$ cat src/hw/rtl/cantx_pkg.sv
// Shared types and constants of the CAN transport transmit segmenter.
package cantx_pkg;

  localparam int unsigned CFG_IDX_W  = 1;
  localparam int unsigned QDEPTH     = 2;
  localparam int unsigned QPTR_W     = 1;
  localparam int unsigned QCNT_W     = 2;

  localparam logic [10:0] BASE_ID     = 11'h600;
  localparam logic [7:0]  PAD_BYTE    = 8'hAA;
  localparam logic [3:0]  FF_PCI      = 4'h1;
  localparam logic [3:0]  CF_PCI      = 4'h2;
  localparam logic [11:0] SF_MAX_LEN  = 12'd6;

  typedef enum logic [CFG_IDX_W-1:0] {
    REG_SENDER_ID = 1'b0,
    REG_TARGET_ID = 1'b1
  } cfg_reg_e;

  // Data bytes 1 to 7 of a finished frame; byte 0 and the identifier are added on output.
  typedef struct packed {
    logic [7:1][7:0] data;
    logic            final_frame;
  } frm_t;

  typedef struct packed {
    logic valid;
    frm_t frame;
  } frm_push_t;

endpackage

$ cat src/hw/rtl/cantx_intf.sv
// Channel interfaces of the segmenter: message bytes in, frames out, configuration writes.
interface cantx_in_if;
  logic        valid;
  logic        ready;
  logic        start_req;
  logic [7:0]  data_byte;
  logic [11:0] msg_length;

  modport source (output valid, start_req, data_byte, msg_length, input ready);
  modport sink (input valid, start_req, data_byte, msg_length, output ready);
endinterface

interface cantx_out_if;
  logic        valid;
  logic        ready;
  logic [10:0] frame_id;
  logic [7:0]  byte_zero;
  logic [7:0]  byte_one;
  logic [7:0]  byte_two;
  logic [7:0]  byte_three;
  logic [7:0]  byte_four;
  logic [7:0]  byte_five;
  logic [7:0]  byte_six;
  logic [7:0]  byte_seven;
  logic        final_frame;

  modport source (output valid, frame_id, byte_zero, byte_one, byte_two, byte_three,
                  byte_four, byte_five, byte_six, byte_seven, final_frame, input ready);
  modport sink (input valid, frame_id, byte_zero, byte_one, byte_two, byte_three,
                byte_four, byte_five, byte_six, byte_seven, final_frame, output ready);
endinterface

interface cantx_cfg_if;
  logic       valid;
  logic       ready;
  logic [0:0] index;
  logic [7:0] data;

  modport source (output valid, index, data, input ready);
  modport sink (input valid, index, data, output ready);
endinterface

$ cat src/hw/rtl/can_transport_tx_segmenter.sv
// Top level of the CAN transport transmit segmenter.
// Takes one message byte per clock and emits 8-byte CAN frames with extended addressing: a single
// frame for messages of up to 6 bytes, otherwise a first frame and consecutive frames of six
// bytes each, padded with 0xAA. The front end updates its fill counter and frame bytes in the
// cycle a byte is accepted, so input runs at one transaction per cycle; a finished frame enters a
// two-entry queue and passes from there to a registered output stage.
// Input stalls while the queue is full, which happens only after the output register has held a
// frame that was not taken; input resumes in the cycle after the output takes a frame.
// Configuration writes are accepted every cycle and should be made while no message is in flight.
module can_transport_tx_segmenter (
  input  logic         clk_i,
  input  logic         rst_ni,
  cantx_in_if.sink     in_i,
  cantx_cfg_if.sink    cfg_i,
  cantx_out_if.source  out_o
);
  import cantx_pkg::*;

  frm_push_t push;
  logic      push_ready;
  logic      pop_valid;
  frm_t      pop_frame;
  logic      pop;

  cantx_front u_front (
    .clk_i        (clk_i),
    .rst_ni       (rst_ni),
    .in_i         (in_i),
    .push_o       (push),
    .push_ready_i (push_ready)
  );

  cantx_fifo u_fifo (
    .clk_i        (clk_i),
    .rst_ni       (rst_ni),
    .push_i       (push),
    .push_ready_o (push_ready),
    .pop_valid_o  (pop_valid),
    .pop_frame_o  (pop_frame),
    .pop_i        (pop)
  );

  cantx_back u_back (
    .clk_i       (clk_i),
    .rst_ni      (rst_ni),
    .cfg_i       (cfg_i),
    .pop_valid_i (pop_valid),
    .pop_frame_i (pop_frame),
    .pop_o       (pop),
    .out_o       (out_o)
  );

endmodule

$ cat src/hw/rtl/cantx_front.sv
// Front end: takes message bytes, assembles frame bytes and hands finished frames to the queue.
module cantx_front (
  input  logic                clk_i,
  input  logic                rst_ni,
  cantx_in_if.sink            in_i,
  output cantx_pkg::frm_push_t push_o,
  input  logic                push_ready_i
);
  import cantx_pkg::*;

  logic [7:1][7:0] data_q, data_d, wr_data;
  logic [2:0]      fill_q, fill_d;
  logic [11:0]     rem_q, rem_d, rem_dec;
  logic [3:0]      seq_q, seq_d;
  logic            open_q, open_d;
  logic            accept;

  assign in_i.ready = push_ready_i;
  assign accept     = in_i.valid & push_ready_i;
  assign rem_dec    = rem_q - 12'd1;

  always_comb begin
    wr_data = data_q;
    for (int i = 1; i < 8; i++) begin
      if (fill_q == 3'(i)) begin
        wr_data[i] = in_i.data_byte;
      end
    end
  end

  always_comb begin
    data_d            = data_q;
    fill_d            = fill_q;
    rem_d             = rem_q;
    seq_d             = seq_q;
    open_d            = open_q;
    push_o.valid      = 1'b0;
    push_o.frame.data = wr_data;
    push_o.frame.final_frame = 1'b0;
    if (accept) begin
      if (in_i.start_req) begin
        // A start always opens a fresh message; any open one is dropped.
        open_d = 1'b1;
        rem_d  = (in_i.msg_length != 12'd0) ? in_i.msg_length - 12'd1 : 12'd0;
        seq_d  = 4'd1;
        data_d = {7{PAD_BYTE}};
        if (in_i.msg_length > SF_MAX_LEN) begin
          data_d[1] = {FF_PCI, in_i.msg_length[11:8]};
          data_d[2] = in_i.msg_length[7:0];
          data_d[3] = in_i.data_byte;
          fill_d    = 3'd4;
        end else begin
          data_d[1] = in_i.msg_length[7:0];
          data_d[2] = in_i.data_byte;
          fill_d    = 3'd3;
          if (in_i.msg_length <= 12'd1) begin
            push_o.valid             = 1'b1;
            push_o.frame.data        = data_d;
            push_o.frame.final_frame = 1'b1;
            open_d                   = 1'b0;
          end
        end
      end else if (open_q) begin
        rem_d  = rem_dec;
        fill_d = fill_q + 3'd1;
        data_d = wr_data;
        if (rem_dec == 12'd0 || fill_q == 3'd7) begin
          push_o.valid             = 1'b1;
          push_o.frame.final_frame = (rem_dec == 12'd0);
          if (rem_dec == 12'd0) begin
            open_d = 1'b0;
          end else begin
            data_d    = {7{PAD_BYTE}};
            data_d[1] = {CF_PCI, seq_q};
            seq_d     = seq_q + 4'd1;
            fill_d    = 3'd2;
          end
        end
      end
    end
  end

  always_ff @(posedge clk_i or negedge rst_ni) begin
    if (!rst_ni) begin
      fill_q <= '0;
      rem_q  <= '0;
      seq_q  <= '0;
      open_q <= 1'b0;
    end else begin
      fill_q <= fill_d;
      rem_q  <= rem_d;
      seq_q  <= seq_d;
      open_q <= open_d;
    end
  end

  always_ff @(posedge clk_i) begin
    data_q <= data_d;
  end

endmodule

$ cat src/hw/rtl/cantx_fifo.sv
// Short frame queue between the front end and the output stage.
module cantx_fifo (
  input  logic                 clk_i,
  input  logic                 rst_ni,
  input  cantx_pkg::frm_push_t push_i,
  output logic                 push_ready_o,
  output logic                 pop_valid_o,
  output cantx_pkg::frm_t      pop_frame_o,
  input  logic                 pop_i
);
  import cantx_pkg::*;

  frm_t              mem_q [QDEPTH];
  logic [QPTR_W-1:0] wr_ptr_q, rd_ptr_q;
  logic [QCNT_W-1:0] cnt_q, cnt_d;
  logic              do_push, do_pop;

  assign push_ready_o = (cnt_q != QCNT_W'(QDEPTH));
  assign pop_valid_o  = (cnt_q != '0);
  assign pop_frame_o  = mem_q[rd_ptr_q];
  assign do_push      = push_i.valid & push_ready_o;
  assign do_pop       = pop_i & pop_valid_o;

  always_comb begin
    cnt_d = cnt_q;
    if (do_push && !do_pop) begin
      cnt_d = cnt_q + QCNT_W'(1);
    end else if (do_pop && !do_push) begin
      cnt_d = cnt_q - QCNT_W'(1);
    end
  end

  always_ff @(posedge clk_i or negedge rst_ni) begin
    if (!rst_ni) begin
      wr_ptr_q <= '0;
      rd_ptr_q <= '0;
      cnt_q    <= '0;
    end else begin
      cnt_q <= cnt_d;
      if (do_push) begin
        wr_ptr_q <= wr_ptr_q + QPTR_W'(1);
      end
      if (do_pop) begin
        rd_ptr_q <= rd_ptr_q + QPTR_W'(1);
      end
    end
  end

  always_ff @(posedge clk_i) begin
    if (do_push) begin
      mem_q[wr_ptr_q] <= push_i.frame;
    end
  end

endmodule

$ cat src/hw/rtl/cantx_back.sv
// Output stage: holds the configuration registers and the registered outgoing frame.
module cantx_back (
  input  logic            clk_i,
  input  logic            rst_ni,
  cantx_cfg_if.sink       cfg_i,
  input  logic            pop_valid_i,
  input  cantx_pkg::frm_t pop_frame_i,
  output logic            pop_o,
  cantx_out_if.source     out_o
);
  import cantx_pkg::*;

  logic [7:0] sender_q;
  logic [7:0] target_q;
  logic       valid_q;
  frm_t       frame_q;

  assign cfg_i.ready = 1'b1;
  assign pop_o       = pop_valid_i & (~valid_q | out_o.ready);

  always_ff @(posedge clk_i or negedge rst_ni) begin
    if (!rst_ni) begin
      sender_q <= '0;
      target_q <= '0;
      valid_q  <= 1'b0;
    end else begin
      if (cfg_i.valid) begin
        case (cfg_reg_e'(cfg_i.index))
          REG_SENDER_ID: sender_q <= cfg_i.data;
          REG_TARGET_ID: target_q <= cfg_i.data;
          default: ;
        endcase
      end
      if (pop_o) begin
        valid_q <= 1'b1;
      end else if (out_o.ready) begin
        valid_q <= 1'b0;
      end
    end
  end

  always_ff @(posedge clk_i) begin
    if (pop_o) begin
      frame_q <= pop_frame_i;
    end
  end

  assign out_o.valid       = valid_q;
  assign out_o.frame_id    = BASE_ID + {3'b000, sender_q};
  assign out_o.byte_zero   = target_q;
  assign out_o.byte_one    = frame_q.data[1];
  assign out_o.byte_two    = frame_q.data[2];
  assign out_o.byte_three  = frame_q.data[3];
  assign out_o.byte_four   = frame_q.data[4];
  assign out_o.byte_five   = frame_q.data[5];
  assign out_o.byte_six    = frame_q.data[6];
  assign out_o.byte_seven  = frame_q.data[7];
  assign out_o.final_frame = frame_q.final_frame;

endmodule

$ cat src/flat_wrapper.sv
// flat-port wrapper written by rule: the top's interface ports become plain ports
module can_transport_tx_segmenter_flat import cantx_pkg::*;
  (clk_i, rst_ni, in_i_valid, in_i_start_req, in_i_data_byte, in_i_msg_length, in_i_ready, cfg_i_valid, cfg_i_index, cfg_i_data, cfg_i_ready, out_o_valid, out_o_frame_id, out_o_byte_zero, out_o_byte_one, out_o_byte_two, out_o_byte_three, out_o_byte_four, out_o_byte_five, out_o_byte_six, out_o_byte_seven, out_o_final_frame, out_o_ready);
  cantx_in_if in_i_i ();
  cantx_cfg_if cfg_i_i ();
  cantx_out_if out_o_i ();
  input  logic clk_i;
  input  logic rst_ni;
  input wire logic [$bits(in_i_i.valid)-1:0] in_i_valid;
  input wire logic [$bits(in_i_i.start_req)-1:0] in_i_start_req;
  input wire logic [$bits(in_i_i.data_byte)-1:0] in_i_data_byte;
  input wire logic [$bits(in_i_i.msg_length)-1:0] in_i_msg_length;
  output wire logic [$bits(in_i_i.ready)-1:0] in_i_ready;
  input wire logic [$bits(cfg_i_i.valid)-1:0] cfg_i_valid;
  input wire logic [$bits(cfg_i_i.index)-1:0] cfg_i_index;
  input wire logic [$bits(cfg_i_i.data)-1:0] cfg_i_data;
  output wire logic [$bits(cfg_i_i.ready)-1:0] cfg_i_ready;
  output wire logic [$bits(out_o_i.valid)-1:0] out_o_valid;
  output wire logic [$bits(out_o_i.frame_id)-1:0] out_o_frame_id;
  output wire logic [$bits(out_o_i.byte_zero)-1:0] out_o_byte_zero;
  output wire logic [$bits(out_o_i.byte_one)-1:0] out_o_byte_one;
  output wire logic [$bits(out_o_i.byte_two)-1:0] out_o_byte_two;
  output wire logic [$bits(out_o_i.byte_three)-1:0] out_o_byte_three;
  output wire logic [$bits(out_o_i.byte_four)-1:0] out_o_byte_four;
  output wire logic [$bits(out_o_i.byte_five)-1:0] out_o_byte_five;
  output wire logic [$bits(out_o_i.byte_six)-1:0] out_o_byte_six;
  output wire logic [$bits(out_o_i.byte_seven)-1:0] out_o_byte_seven;
  output wire logic [$bits(out_o_i.final_frame)-1:0] out_o_final_frame;
  input wire logic [$bits(out_o_i.ready)-1:0] out_o_ready;
  assign in_i_i.valid = in_i_valid;
  assign in_i_i.start_req = in_i_start_req;
  assign in_i_i.data_byte = in_i_data_byte;
  assign in_i_i.msg_length = in_i_msg_length;
  assign in_i_ready = in_i_i.ready;
  assign cfg_i_i.valid = cfg_i_valid;
  assign cfg_i_i.index = cfg_i_index;
  assign cfg_i_i.data = cfg_i_data;
  assign cfg_i_ready = cfg_i_i.ready;
  assign out_o_valid = out_o_i.valid;
  assign out_o_frame_id = out_o_i.frame_id;
  assign out_o_byte_zero = out_o_i.byte_zero;
  assign out_o_byte_one = out_o_i.byte_one;
  assign out_o_byte_two = out_o_i.byte_two;
  assign out_o_byte_three = out_o_i.byte_three;
  assign out_o_byte_four = out_o_i.byte_four;
  assign out_o_byte_five = out_o_i.byte_five;
  assign out_o_byte_six = out_o_i.byte_six;
  assign out_o_byte_seven = out_o_i.byte_seven;
  assign out_o_final_frame = out_o_i.final_frame;
  assign out_o_i.ready = out_o_ready;
  can_transport_tx_segmenter u_core (.clk_i(clk_i), .rst_ni(rst_ni), .in_i(in_i_i), .cfg_i(cfg_i_i), .out_o(out_o_i));
endmodule
$ cat config.mk
export PLATFORM = sky130hd
export DESIGN_NAME = can_transport_tx_segmenter_flat
export DESIGN_NICKNAME = d
export VERILOG_FILES = /design/src/hw/rtl/cantx_pkg.sv /design/src/hw/rtl/cantx_intf.sv /design/src/hw/rtl/can_transport_tx_segmenter.sv /design/src/hw/rtl/cantx_front.sv /design/src/hw/rtl/cantx_fifo.sv /design/src/hw/rtl/cantx_back.sv /design/src/flat_wrapper.sv
export SDC_FILE = /design/constraint.sdc
export NUM_CORES = 1
export LEC_CHECK = 0
export ABC_AREA = 1
export BUFFER_PORTS_ARGS = -buffer_cell sky130_fd_sc_hd__buf_2
export CORE_MARGIN = 2
export CORE_UTILIZATION = 35
export DETAILED_ROUTE_END_ITERATION = 8
export PLACE_DENSITY = 0.63
export SYNTH_ARGS = -nofsm -noshare
export SYNTH_HDL_FRONTEND = slang
export SYNTH_SLANG_ARGS = --single-unit
export TNS_END_PERCENT = 1
$ cat constraint.sdc
create_clock -name clk_i -period 4.8 [get_ports clk_i]
set_input_delay 0.96 -clock clk_i [delete_from_list [all_inputs] [get_ports clk_i]]
set_output_delay 0.96 -clock clk_i [all_outputs]
set_load 0.05 [all_outputs]
* Word-level counts from Yosys, hierarchy flattened *
Memory sizes are Yosys's and may differ from the RTL's. A register that Yosys moved wholly into a read port is not among the register bits.
Cells that the tools add are included.

storage, ports and cells
  RAM bits = 114
  register bits after elaboration = 97
  memories = 1
  word-level logic and storage cells = 108

cells by class
  bitwise gates (word level) = 7
  reductions and logical operators = 16
  mux-type cells = 47
  magnitude comparators = 2
  add/subtract/negate cells = 9
  equal/unequal tests = 9

memories
  memory               words  width  rd ports  clocked after Yosys merged registers in  write ports  RTL line          text
  u_core.u_fifo.mem_q  2      57     1         1                                        1            cantx_fifo.sv:13  frm_t mem_q [QDEPTH];

operator list
  kind                   count
  $mux 56                4
  $mux 58                3
  $mux 8                 8
  $mux 12                3
  $mux 24                1
  $sub 12x1->12 const B  2
  $mux 1                 16
  $mux 16                1
  $mux 4                 4
  $mux 3                 5
  $eq 3x3->1 const B     4
  $gt 12x3->1 const B    1
  $le 12x1->1 const B    1
  $logic_not 12->1       1
  $reduce_bool 12->1     1
  $add 10x9->11 const A  1
  $reduce_bool 2->1      5
  $eq 3x2->1 const B     2
  $reduce_and 2->1       3
  $add 4x1->4 const B    1
  $and 1x1->1            4
  $mux 2                 2
  $ne 2x2->1 const B     2
  $reduce_and 4->1       1
  other kinds (10)       14

* Longest topological paths before layout *
Gate-level depths: netlist of the first run.

  depth after elaboration = 12
  gate-level depth with buffers = 16
  depth with buffers taken out = 16

* Modules after synthesis *
Synthesis of the first run repeated with hierarchy kept, for this count alone.

second synthesis, totals
  cell total of the unflattened synthesis = 1120
  area total of the unflattened synthesis = 11806.3 um2

modules (own cells, without submodules)
  module       cells each  times used  area an instance (um2)
  cantx_front  654         1           4971.0
  cantx_fifo   327         1           4377.9
  cantx_back   139         1           2457.4

* Worst setup path before layout of the first run *
OpenSTA, ideal clock, no wires.

  kind = input -> register
  from = input port out_o_ready
  to = register u_core.u_fifo.cnt_q[1]
  arrival = 4.871 ns
  stages = 7
  path buffers = 0
  setup time = 0.131 ns
  slack = -0.202 ns
  required time = 4.669 ns
  cell sequence = nor2_1 a21oi_1 inv_1 ha_1 a21oi_1 o21ai_0 xor2_1

on the way
  longest elaborated chain between the ends = 6

ends and longest elaborated chain
  item                                         RTL line                          text
  start, declared                              flat_wrapper.sv:29                input wire logic [$bits(out_o_i.ready)-1:0] out_o_ready;
  $or 1x1->1 (*)                               cantx_back.sv:19                  assign pop_o = pop_valid_i & (~valid_q | out_o.ready);
  $and 1x1->1 (*)                              cantx_back.sv:19
  via u_core.pop                               can_transport_tx_segmenter.sv:23  logic pop;
  $and 1x1->1 (*)                              cantx_fifo.sv:22                  assign do_pop = pop_i & pop_valid_o;
  $logic_not 1->1                              cantx_fifo.sv:26                  if (do_push && !do_pop) begin
  $logic_and 1x1->1                            cantx_fifo.sv:26
  $mux 2 or $reduce_bool 2->1 (tied branches)  n/a
  end signal, assigned                         cantx_fifo.sv:39                  cnt_q <= cnt_d;
  end, declared                                cantx_fifo.sv:15                  logic [QCNT_W-1:0] cnt_q, cnt_d;

The timed path passes the listed nets; every way through them passes the cells marked *.
A chain may end at the register's enable or synchronous reset.

* Worst setup path in the final report of the first run *
  from = register u_core.u_front.rem_q[0]
  to = memory u_core.u_fifo.mem_q[1][51] (netlist name) (enable)

on the way
  longest elaborated chain between the ends = 10

ends and longest elaborated chain
  item                          RTL line           text
  start, declared               cantx_front.sv:13  logic [11:0] rem_q, rem_d, rem_dec;
  start signal, assigned        cantx_front.sv:91  rem_q <= rem_d;
  $sub 12x1->12                 cantx_front.sv:20  assign rem_dec = rem_q - 12'd1;
  $logic_not 12->1              cantx_front.sv:67  if (rem_dec == 12'd0 || fill_q == 3'd7) begin
  $logic_or 1x1->1              cantx_front.sv:67
  $mux 1                        cantx_front.sv:67
  $mux 1                        cantx_front.sv:63  end else if (open_q) begin
  $mux 1                        cantx_front.sv:41  if (in_i.start_req) begin
  $mux 58                       cantx_front.sv:40  if (accept) begin
  $and 1x1->1                   cantx_fifo.sv:21   assign do_push = push_i.valid & push_ready_o;
  $mux 1                        cantx_fifo.sv:50   if (do_push) begin
  $mux 1 (not written as such)  cantx_fifo.sv:51   mem_q[wr_ptr_q] <= push_i.frame;
  end, declared                 cantx_fifo.sv:13

Every way passes these cells.

==> results_dict.tcl, run 1 <==
set metrics [dict create \
    drive_gt1_share_pct 16.4 \
    n_fill_cell 3114 \
    clk_pin_slew_ps 60 \
    setup_violations 0 \
    slew_viol_final 0 \
    start_util_pct 35.7 \
    clk_path_buf_depth 3 \
    syn_area_per_cell_um2 10.6 \
    end_kind "flop" \
    core_mm2 0.0326 \
    finalClockSkew_ps 12.3 \
    hpwl_mm 16.8 \
    nNetsFinal 1253 \
    die_h_um 186 \
    synthCells 1099 \
    htreeDepth 1 \
    setup_tns_ps 0 \
    crit_fanout 57 \
    final.min_clock_period_ps 3150 \
    rsz0062_at_grt "false" \
    rows 66 \
    grt_pass1_vias 7573 \
    grt_usage_pct 14.8 \
    ff2ff_path_depth 12 \
    clock_sinks 268 \
    cts_repair_resize_count 0 \
    firstDrtPassIters 6 \
    place.gp.congestion 0.830 \
    fp.dieArea_mm2 0.0347 \
    hold_depth 2 \
    numCtsBuffers 29 \
    final_common_cell "nand2_1" \
    slew_headroom_pct 33.2 \
    final_cell_mix "nand2_1 (358), edfxtp_1 (227), nor2_1 (126)" \
    clockRootBuffer "clkbuf_16" \
    ant_nets 0 \
    cts_setup_buffers 0 \
    clock_latency_ps 540 \
    finalCritPeriodShare_pct 65.6 \
    syn_to_final_growth_pct 16.7 \
    outcome "complete, no violations" \
    ys_seq_area_share_pct 67.4 \
    final_util_pct 41.6 \
    dp_slack_ps 1440 \
    arrival_ps 3310 \
    vias 7792 \
    vias_per_cell 4.66 \
    slowest_stage "buf_4" \
    ys_warn_count 0 \
    p_per_area_mw_per_mm2 666 \
    critPathKind "reg -> reg" \
    grt_overflow 0 \
    dieWidth_um 186 \
    crit_start "u_core.u_front.rem_q[0]" \
    fmax_mhz 318 \
    startpoint_type "flop" \
    max_stage_delay_ps 680 \
    fin_area_mm2 0.0136 \
    pin_count 114 \
    synth.distinct_cells 39 \
    ir_drop_mv 0.344 \
    grt_pass1_wl_mm 41.3 \
    r2r_slack_ps 1650 \
    min_from "u_core.u_fifo.wr_ptr_q" \
    worst_pin_slew_ps 1000 \
    hold_ws_ps 478 \
    r2r_start "u_core.u_front.rem_q[0]" \
    antenna_found_initial 1 \
    drt_iter0_markers 679 \
    postPlaceCellArea_mm2 0.0126 \
    wl_per_cell_um 15.5 \
    numPortBuffers 109 \
    drt-total-wl_mm 25.9 \
    hold_violations 0 \
    final.setup.worst_slack_ps 1650 \
    grt_max_degree 74 \
    ys_ff_latch 268 \
    r2r_end "u_core.u_fifo.mem_q[1][51]" \
    syn_area_mm2 0.0116 \
    hold_path.class "reg -> reg" \
    whs_endpoint "u_core.u_fifo.wr_ptr_q" \
    maxCapViolCount 0 \
    cts.hold.buffers_added 0 \
    cts_tree "done" \
    crit_required_ps 4960 \
    worstPathCellList "inv_1, ha_1, or2_2, nand3_1, nor2_1, nand2_1, nor2_2, nand3_4, nand2_4, nand3_1, nor2_4, buf_4" \
    drc 0 \
    leakage_nw 5.57 \
    path_common_cell "nand3_1" \
]
logic make-up after synthesis:
family                     Yosys count  synth area share [%]
and+or+nand+nor                    541                  18.9
DFF                                268                  67.4
AOI/OAI and AO/OA                  149                  7.20
buffers and inverters              113                  4.08
xor gates and xnor gates            13                 0.979
adders and majority gates           13                  1.40
other                                2                0.0646
critical path: cells and delay by family, from the launching register on:
kind | cells | cell delay, ps
adder cells (fa/ha/maj) | 1 | 290
buffers and inverters | 2 | 850
AND/OR/NAND/NOR | 9 | 1230
flip-flops | 1 | 380
synth_stat cells, drive strengths merged:
cell / number / area, um^2
a21boi: 2 / 15.0
a21oi: 57 / 300
a221oi: 2 / 17.5
a22oi: 13 / 97.6
a2bb2oi: 1 / 8.76
buf: 16 / 110
clkbuf: 30 / 113
clkinv: 1 / 3.75
conb: 2 / 7.51
dfrtp: 41 / 1030
edfxtp: 227 / 6820
ha: 13 / 163
inv: 66 / 248
nand2: 365 / 1410
nand3: 25 / 138
nand3b: 1 / 7.51
nand4: 8 / 50.1
nor2: 137 / 559
nor3: 3 / 20.0
o211ai: 2 / 15.0
o21ai: 64 / 332
o21bai: 1 / 7.51
o22ai: 7 / 43.8
or2: 2 / 12.5
xnor2: 4 / 35.0
xor2: 9 / 78.8
power by group:
group | internal, mW | switching [mW]
Sequential | 3.44 | 0.202
Clock | 1.28 | 0.903
Combinational | 0.712 | 2.51
Total | 5.43 | 3.61
how the worst max path moves through the flow:
stage,cells after the start,to
after CTS,13,u_core.u_fifo.mem_q[1][5]
after global placement,11,u_core.u_fifo.mem_q[0][13]
after detailed placement,11,u_core.u_fifo.mem_q[1][10]
after global routing,13,u_core.u_fifo.mem_q[1][18]
after floorplan,9,u_core.u_fifo.mem_q[1][0]
final,12,u_core.u_fifo.mem_q[1][51]
registers in the layout (all words and copies together), names as in the netlist, 2 cells and up:
signal,cells
u_core.u_back.out_o.byte_five,8
u_core.u_front.fill_q,3
u_core.u_back.out_o.byte_zero,8
u_core.u_back.out_o.byte_six,8
u_core.u_front.seq_q,4
u_core.u_back.sender_q,8
u_core.u_fifo.cnt_q,2
u_core.u_back.out_o.byte_three,8
u_core.u_front.data_q,56
u_core.u_fifo.mem_q,114
u_core.u_back.out_o.byte_four,8
u_core.u_back.out_o.byte_seven,8
u_core.u_back.out_o.byte_two,8
u_core.u_back.out_o.byte_one,8
u_core.u_front.rem_q,12
metal layers:
layer | wire (um) | GRT usage, % | part of all wire [%] | vias up
li1 | - | - | - | 3896
met1 | 11000 | 19.5 | 43 | 3620
met2 | 12400 | 25.1 | 48 | 235
met3 | 1890 | 3.07 | 7.3 | 39
met4 | 567 | 3.82 | 2.2 | 2
met5 | 7 | 0 | 0.027 | -
stage by stage:
stage,power (mW),cells
final,9.04,1671
after global routing,9.57,1670
after CTS,9.14,1670
after detailed placement,6.95,1616
after global placement,6.90,1616
after floorplan,6.12,1101
area by class of cell:
cell class	instances	area [um^2]	share of cell area (%)
Inverter	67	251	1.85
Tap cell	442	553	4.07
Clock buffer	38	800	5.89
Timing Repair Buffer	119	633	4.66
Sequential cell	268	7840	57.8
Multi-Input combinational cell	720	3340	24.6
Clock inverter	16	146	1.08
Antenna cell	1	2.50	0.0184
No activity file was read; power rests on OpenSTA's default activity.
==> run 2: changes to the inputs <==
==> constraint.sdc (replaced) <==
create_clock -name clk_i -period 2.88 [get_ports clk_i]
set_input_delay 0.576 -clock clk_i [delete_from_list [all_inputs] [get_ports clk_i]]
set_output_delay 0.576 -clock clk_i [all_outputs]
set_load 0.05 [all_outputs]
==> run 2 against run 1 <==
Clock skew fell by 0.66 ps; global-route usage is 0.13 points higher; sequential cell count is the same; sequential share of layout area fell by 0.34 points; total power increased by 67%; maximum frequency grew 20%; critical path depth rose by 4; non-clock buffer count grew 9; hold slack got worse by 300 ps; largest cell class unchanged.
==> results_dict.tcl, run 2 (synthesis results as in run 1) <==
set metrics [dict create \
    outcome "complete, no violations" \
    firstDrtPassIters 6 \
    vias 7951 \
    antenna_found_initial 3 \
    clk_path_buf_depth 3 \
    hpwl_mm 17.1 \
    cts.hold.buffers_added 0 \
    cts_repair_resize_count 0 \
    hold_path.class "in -> async" \
    start_util_pct 35.7 \
    clock_latency_ps 550 \
    end_kind "flop" \
    crit_fanout 8 \
    htreeDepth 1 \
    largest_reg_flops 114 \
    p_per_area_mw_per_mm2 1100 \
    fp.dieArea_mm2 0.0347 \
    multi_input_area_mm2 0.00335 \
    drt-total-wl_mm 26.0 \
    rows 66 \
    crit_required_ps 3300 \
    leakage_nw 5.61 \
    drive_gt1_share_pct 16.8 \
    clk_pin_slew_ps 60 \
    die_h_um 186 \
    final_common_cell "nand2_1" \
    largest_register "u_core.u_fifo.mem_q" \
    largestRegisters "u_core.u_fifo.mem_q x114, u_core.u_front.data_q x56, u_core.u_front.rem_q x12" \
    instances_no_fill 1677 \
    grt_max_degree 59 \
    grt_usage_pct 14.9 \
    cts_setup_buffers 0 \
    finalCritPeriodShare_pct 91.0 \
    fmax_mhz 382 \
    dpl.cell_count 1625 \
    clock_sinks 268 \
    pin_count 114 \
    grt_pass1_wl_mm 41.9 \
    vias_per_cell 4.74 \
    arrival_ps 3040 \
    rsz0062_at_grt "false" \
    numCtsBuffers 29 \
    finalClockSkew_ps 11.6 \
    setup_violations 0 \
    final_cell_mix "nand2_1 (357), edfxtp_1 (227), nor2_1 (126)" \
    n_fill_cell 3094 \
    maxCapViolCount 0 \
    grt_overflow 0 \
    ir_drop_mv 0.568 \
    slew_viol_final 0 \
    numPortBuffers 109 \
    final_util_pct 41.9 \
    drt_iter0_markers 594 \
    ant_nets 0 \
    place.gp.congestion 0.845 \
    wl_per_cell_um 15.5 \
    startpoint_type "flop" \
    worst_pin_slew_ps 941 \
    regArea_mm2 0.00784 \
    core_mm2 0.0326 \
    hold_violations 0 \
    r2r_slack_ps 260 \
    grt_pass1_vias 7712 \
    dieWidth_um 186 \
    nNetsFinal 1262 \
    drc 0 \
    cts_tree "done" \
    slew_headroom_pct 37.3 \
    clockRootBuffer "clkbuf_16" \
    syn_to_final_growth_pct 17.4 \
    critPathKind "reg -> reg" \
    final.min_clock_period_ps 2620 \
]
==> run 2: metrics by stage <==
| step | power [mW] | worst slack [ps] | area (um^2) | TNS, ps | hold WS, ps |
|---|---|---|---|---|---|
| after floorplan | 10.2 | -462 | 11700 | -17340 | 280 |
| after global placement | 11.5 | 288 | 12700 | 0 | 461 |
| after detailed placement | 11.6 | 180 | 12700 | 0 | 471 |
| after CTS | 15.2 | 185 | 13600 | 0 | 191 |
| after global routing | 16.0 | 9.35 | 13600 | 0 | 240 |
| final | 15.1 | 260 | 13700 | 0 | 178 |
==> run 2: layout make-up <==
cell class	count	share of cell area (%)
Sequential cell	268	57.5
Multi-Input combinational cell	720	24.6
Clock buffer	36	5.51
Timing Repair Buffer	128	5.41
Tap cell	442	4.05
Inverter	67	1.84
Clock inverter	15	1.16
Antenna cell	1	0.0183
==> run 2: where the power goes <==
group / switching (mW) / internal [mW] / leakage, nW
Clock: 1.47 / 2.11 / 0.443
Sequential: 0.338 / 5.73 / 2.61
Combinational: 4.18 / 1.25 / 2.56
==> run 2: path summary, 6_finish.rpt <==
| path | start | depth (start not counted) | endpoint |
|---|---|---|---|
| max | u_core.u_front.rem_q[1] | 16 | u_core.u_fifo.cnt_q[1] |
| min | rst_ni | 1 | u_core.u_back.sender_q[5] |
| max reg2reg | u_core.u_front.rem_q[1] | 16 | u_core.u_fifo.cnt_q[1] |
| max in group asynchronous | rst_ni | 1 | u_core.u_fifo.rd_ptr_q |
| min reg2reg | u_core.u_fifo.cnt_q[0] | 1 | u_core.u_fifo.cnt_q[0] |
| min in group clk_i | out_o_ready | 2 | u_core.u_back.out_o.valid |
==> run 2: worst max-delay path, stage by stage, from the launching register on <==
cell and delay, ps:
dfrtp_1 410, inv_1 110, ha_2 230, nand2_2 100, nor2_4 140, nand2_1 80, nand2_2 90, nand2_1 70
nor2_2 150, nand3_4 150, nand2_4 140, nand3_2 120, inv_1 80, ha_1 250, a21oi_1 110, o21ai_0 110
xor2_1 150
==> run 2: metal layers <==
layer,share of wire (%),track usage (%),up-vias
met2,48,25.5,249
met4,1.9,3.57,4
li1,-,-,3908
met1,43,19.8,3743
met5,0.054,0,-
met3,6.3,2.71,47
==> run 3: changes to the inputs <==
--- a/config.mk
+++ b/config.mk
@@ -7,6 +7,7 @@
 export LEC_CHECK = 0
 export ABC_AREA = 1
 export BUFFER_PORTS_ARGS = -buffer_cell sky130_fd_sc_hd__buf_2
+export CORE_ASPECT_RATIO = 1.5
 export CORE_MARGIN = 2
 export CORE_UTILIZATION = 35
 export DETAILED_ROUTE_END_ITERATION = 8
==> run 3 against run 2 <==
Global-route usage is 0.36 points higher; hold slack better by 48 ps; die area is essentially flat; critical endpoint is now u_core.u_fifo.mem_q[1][56]; combinational power about the same; maximum frequency down 1.0%; highest routed layer unchanged; clock power about the same; register-to-register slack lost 30 ps; cell area down 0.31%; first-iteration DRC count decreased by 6.1%; utilization is 0.15 points lower; sequential cell count stayed put.
==> results_dict.tcl, run 3 (synthesis results as in run 1) <==
set metrics [dict create \
    outcome "complete, no violations" \
    clk_pin_slew_ps 60 \
    final.setup.worst_slack_ps 233 \
    grt_overflow 0 \
    dieWidth_um 153 \
    finalClockSkew_ps 9.46 \
    drc 0 \
    rows 81 \
    die_h_um 227 \
    core_mm2 0.0326 \
    leakage_nw 5.60 \
    numPortBuffers 109 \
    ir_drop_mv 0.441 \
    grt_usage_pct 15.3 \
    rsz0062_at_grt "false" \
    end_kind "flop" \
    hold_path.class "in -> async" \
    slew_viol_final 0 \
    maxCapViolCount 0 \
    syn_to_final_growth_pct 17.0 \
    fmax_mhz 378 \
    drt_iter0_markers 558 \
    cts.hold.buffers_added 0 \
    dp_slack_ps 176 \
    cts_setup_buffers 0 \
    worstPathCellList "inv_2, ha_2, nand2_2, nor2_4, nand2_1, nand2_2, nand2_1, nor2_2, nand3_4, nand2_4, nand3_2, nor2_4, buf_12" \
    final_common_cell "nand2_1" \
    grt_pass1_vias 7818 \
    multi_input_area_mm2 0.00335 \
    antenna_found_initial 2 \
    clockRootBuffer "clkbuf_16" \
    cts_repair_resize_count 0 \
    nNetsFinal 1259 \
    htreeDepth 1 \
    startpoint_type "flop" \
    power_mw 15.1 \
    crit_fanout 57 \
    n_fill_cell 3117 \
    hpwl_mm 17.8 \
    r2r_start "u_core.u_front.rem_q[0]" \
    grt_max_degree 74 \
    largest_register "u_core.u_fifo.mem_q" \
    final.min_clock_period_ps 2650 \
    clock_latency_ps 540 \
    drt-total-wl_mm 26.8 \
    crit_start "u_core.u_front.rem_q[0]" \
    drive_gt1_share_pct 17.1 \
    regArea_mm2 0.00784 \
    vias 7865 \
    numCtsBuffers 26 \
    largestRegisters "u_core.u_fifo.mem_q x114, u_core.u_front.data_q x56, u_core.u_front.rem_q x12" \
    max_stage_delay_ps 400 \
    pin_count 114 \
    fp.dieArea_mm2 0.0347 \
    start_util_pct 35.6 \
    slew_headroom_pct 31.4 \
    cts_tree "done" \
    hold_violations 0 \
    clock_sinks 268 \
    finalCritPeriodShare_pct 91.9 \
    crit_required_ps 3080 \
    arrival_ps 2840 \
    wl_per_cell_um 16.3 \
    final_cell_mix "nand2_1 (357), edfxtp_1 (227), nor2_1 (125)" \
    final_util_pct 41.7 \
    grt_pass1_wl_mm 42.2 \
    worst_pin_slew_ps 1030 \
    slowest_stage "dfrtp_1" \
    vias_per_cell 4.78 \
    ant_nets 0 \
    largest_reg_flops 114 \
    critPathKind "reg -> reg" \
    place.gp.congestion 0.902 \
    clk_path_buf_depth 3 \
    p_per_area_mw_per_mm2 1110 \
    setup_violations 0 \
    firstDrtPassIters 4 \
    n_antenna_cell 0 \
]
[run 3: changes by cell type in the layout (fill, tap and decap cells not counted)]
cell / change
clkbuf_16: -2
bufinv_16: +1
nor2_2: +1
diode_2: -1
clkinvlp_4: +2
dfrtp_1: +1
clkbuf_1: -6
inv_8: +1
nor2_1: -1
inv_6: +1
dfrtp_2: -1
[run 3: path summary, 6_finish.rpt]
kind	depth (start not counted)	slack [ps]	to
setup / recovery	13	230	u_core.u_fifo.mem_q[1][56]
hold / removal	1	230	u_core.u_back.sender_q[5]
setup reg to reg	13	230	u_core.u_fifo.mem_q[1][56]
hold reg to reg	2	470	u_core.u_fifo.wr_ptr_q
max in group asynchronous	1	2020	u_core.u_front.rem_q[0]
min in group clk_i	2	240	u_core.u_back.out_o.valid
[run 3: area by class of cell]
type / instances / share of cell area (%)
Clock buffer: 28 / 4.99
Clock inverter: 20 / 1.65
Inverter: 67 / 1.85
Multi-Input combinational cell: 720 / 24.6
Sequential cell: 268 / 57.6
Tap cell: 415 / 3.82
Timing Repair Buffer: 128 / 5.42
[run 3: metal layers]
metal / GRT usage, % / part of all wire [%] / up-vias
met5: 0 / 0.089 / -
met4: 7.35 / 4.1 / 4
met3: 2.53 / 5.1 / 62
met2: 28.3 / 52 / 217
met1: 17.2 / 38 / 3682
li1: - / - / 3900
[run 3: through the flow]
stage	hold slack, ps	TNS [ps]	cell area (um^2)	instances
2_1_floorplan	280	-17340	11700	1101
3_3_place_gp	457	0	12700	1598
3_5_place_dp	459	0	12700	1598
4_1_cts	217	0	13600	1646
5_1_grt	269	0	13600	1646
6_report	226	0	13600	1646
[run 3: power by group]
part / switching, mW / internal (mW)
Combinational: 4.19 / 1.24
Sequential: 0.336 / 5.72
Clock: 1.48 / 2.09
Total: 6.00 / 9.05
[run 3: critical path: cells and delay by family (launching register included)]
family                     cells  cell delay [ps]
adders and majority gates      1              260
buffers and inverters          2              430
DFF                            1              400
and+or+nand+nor               10             1170
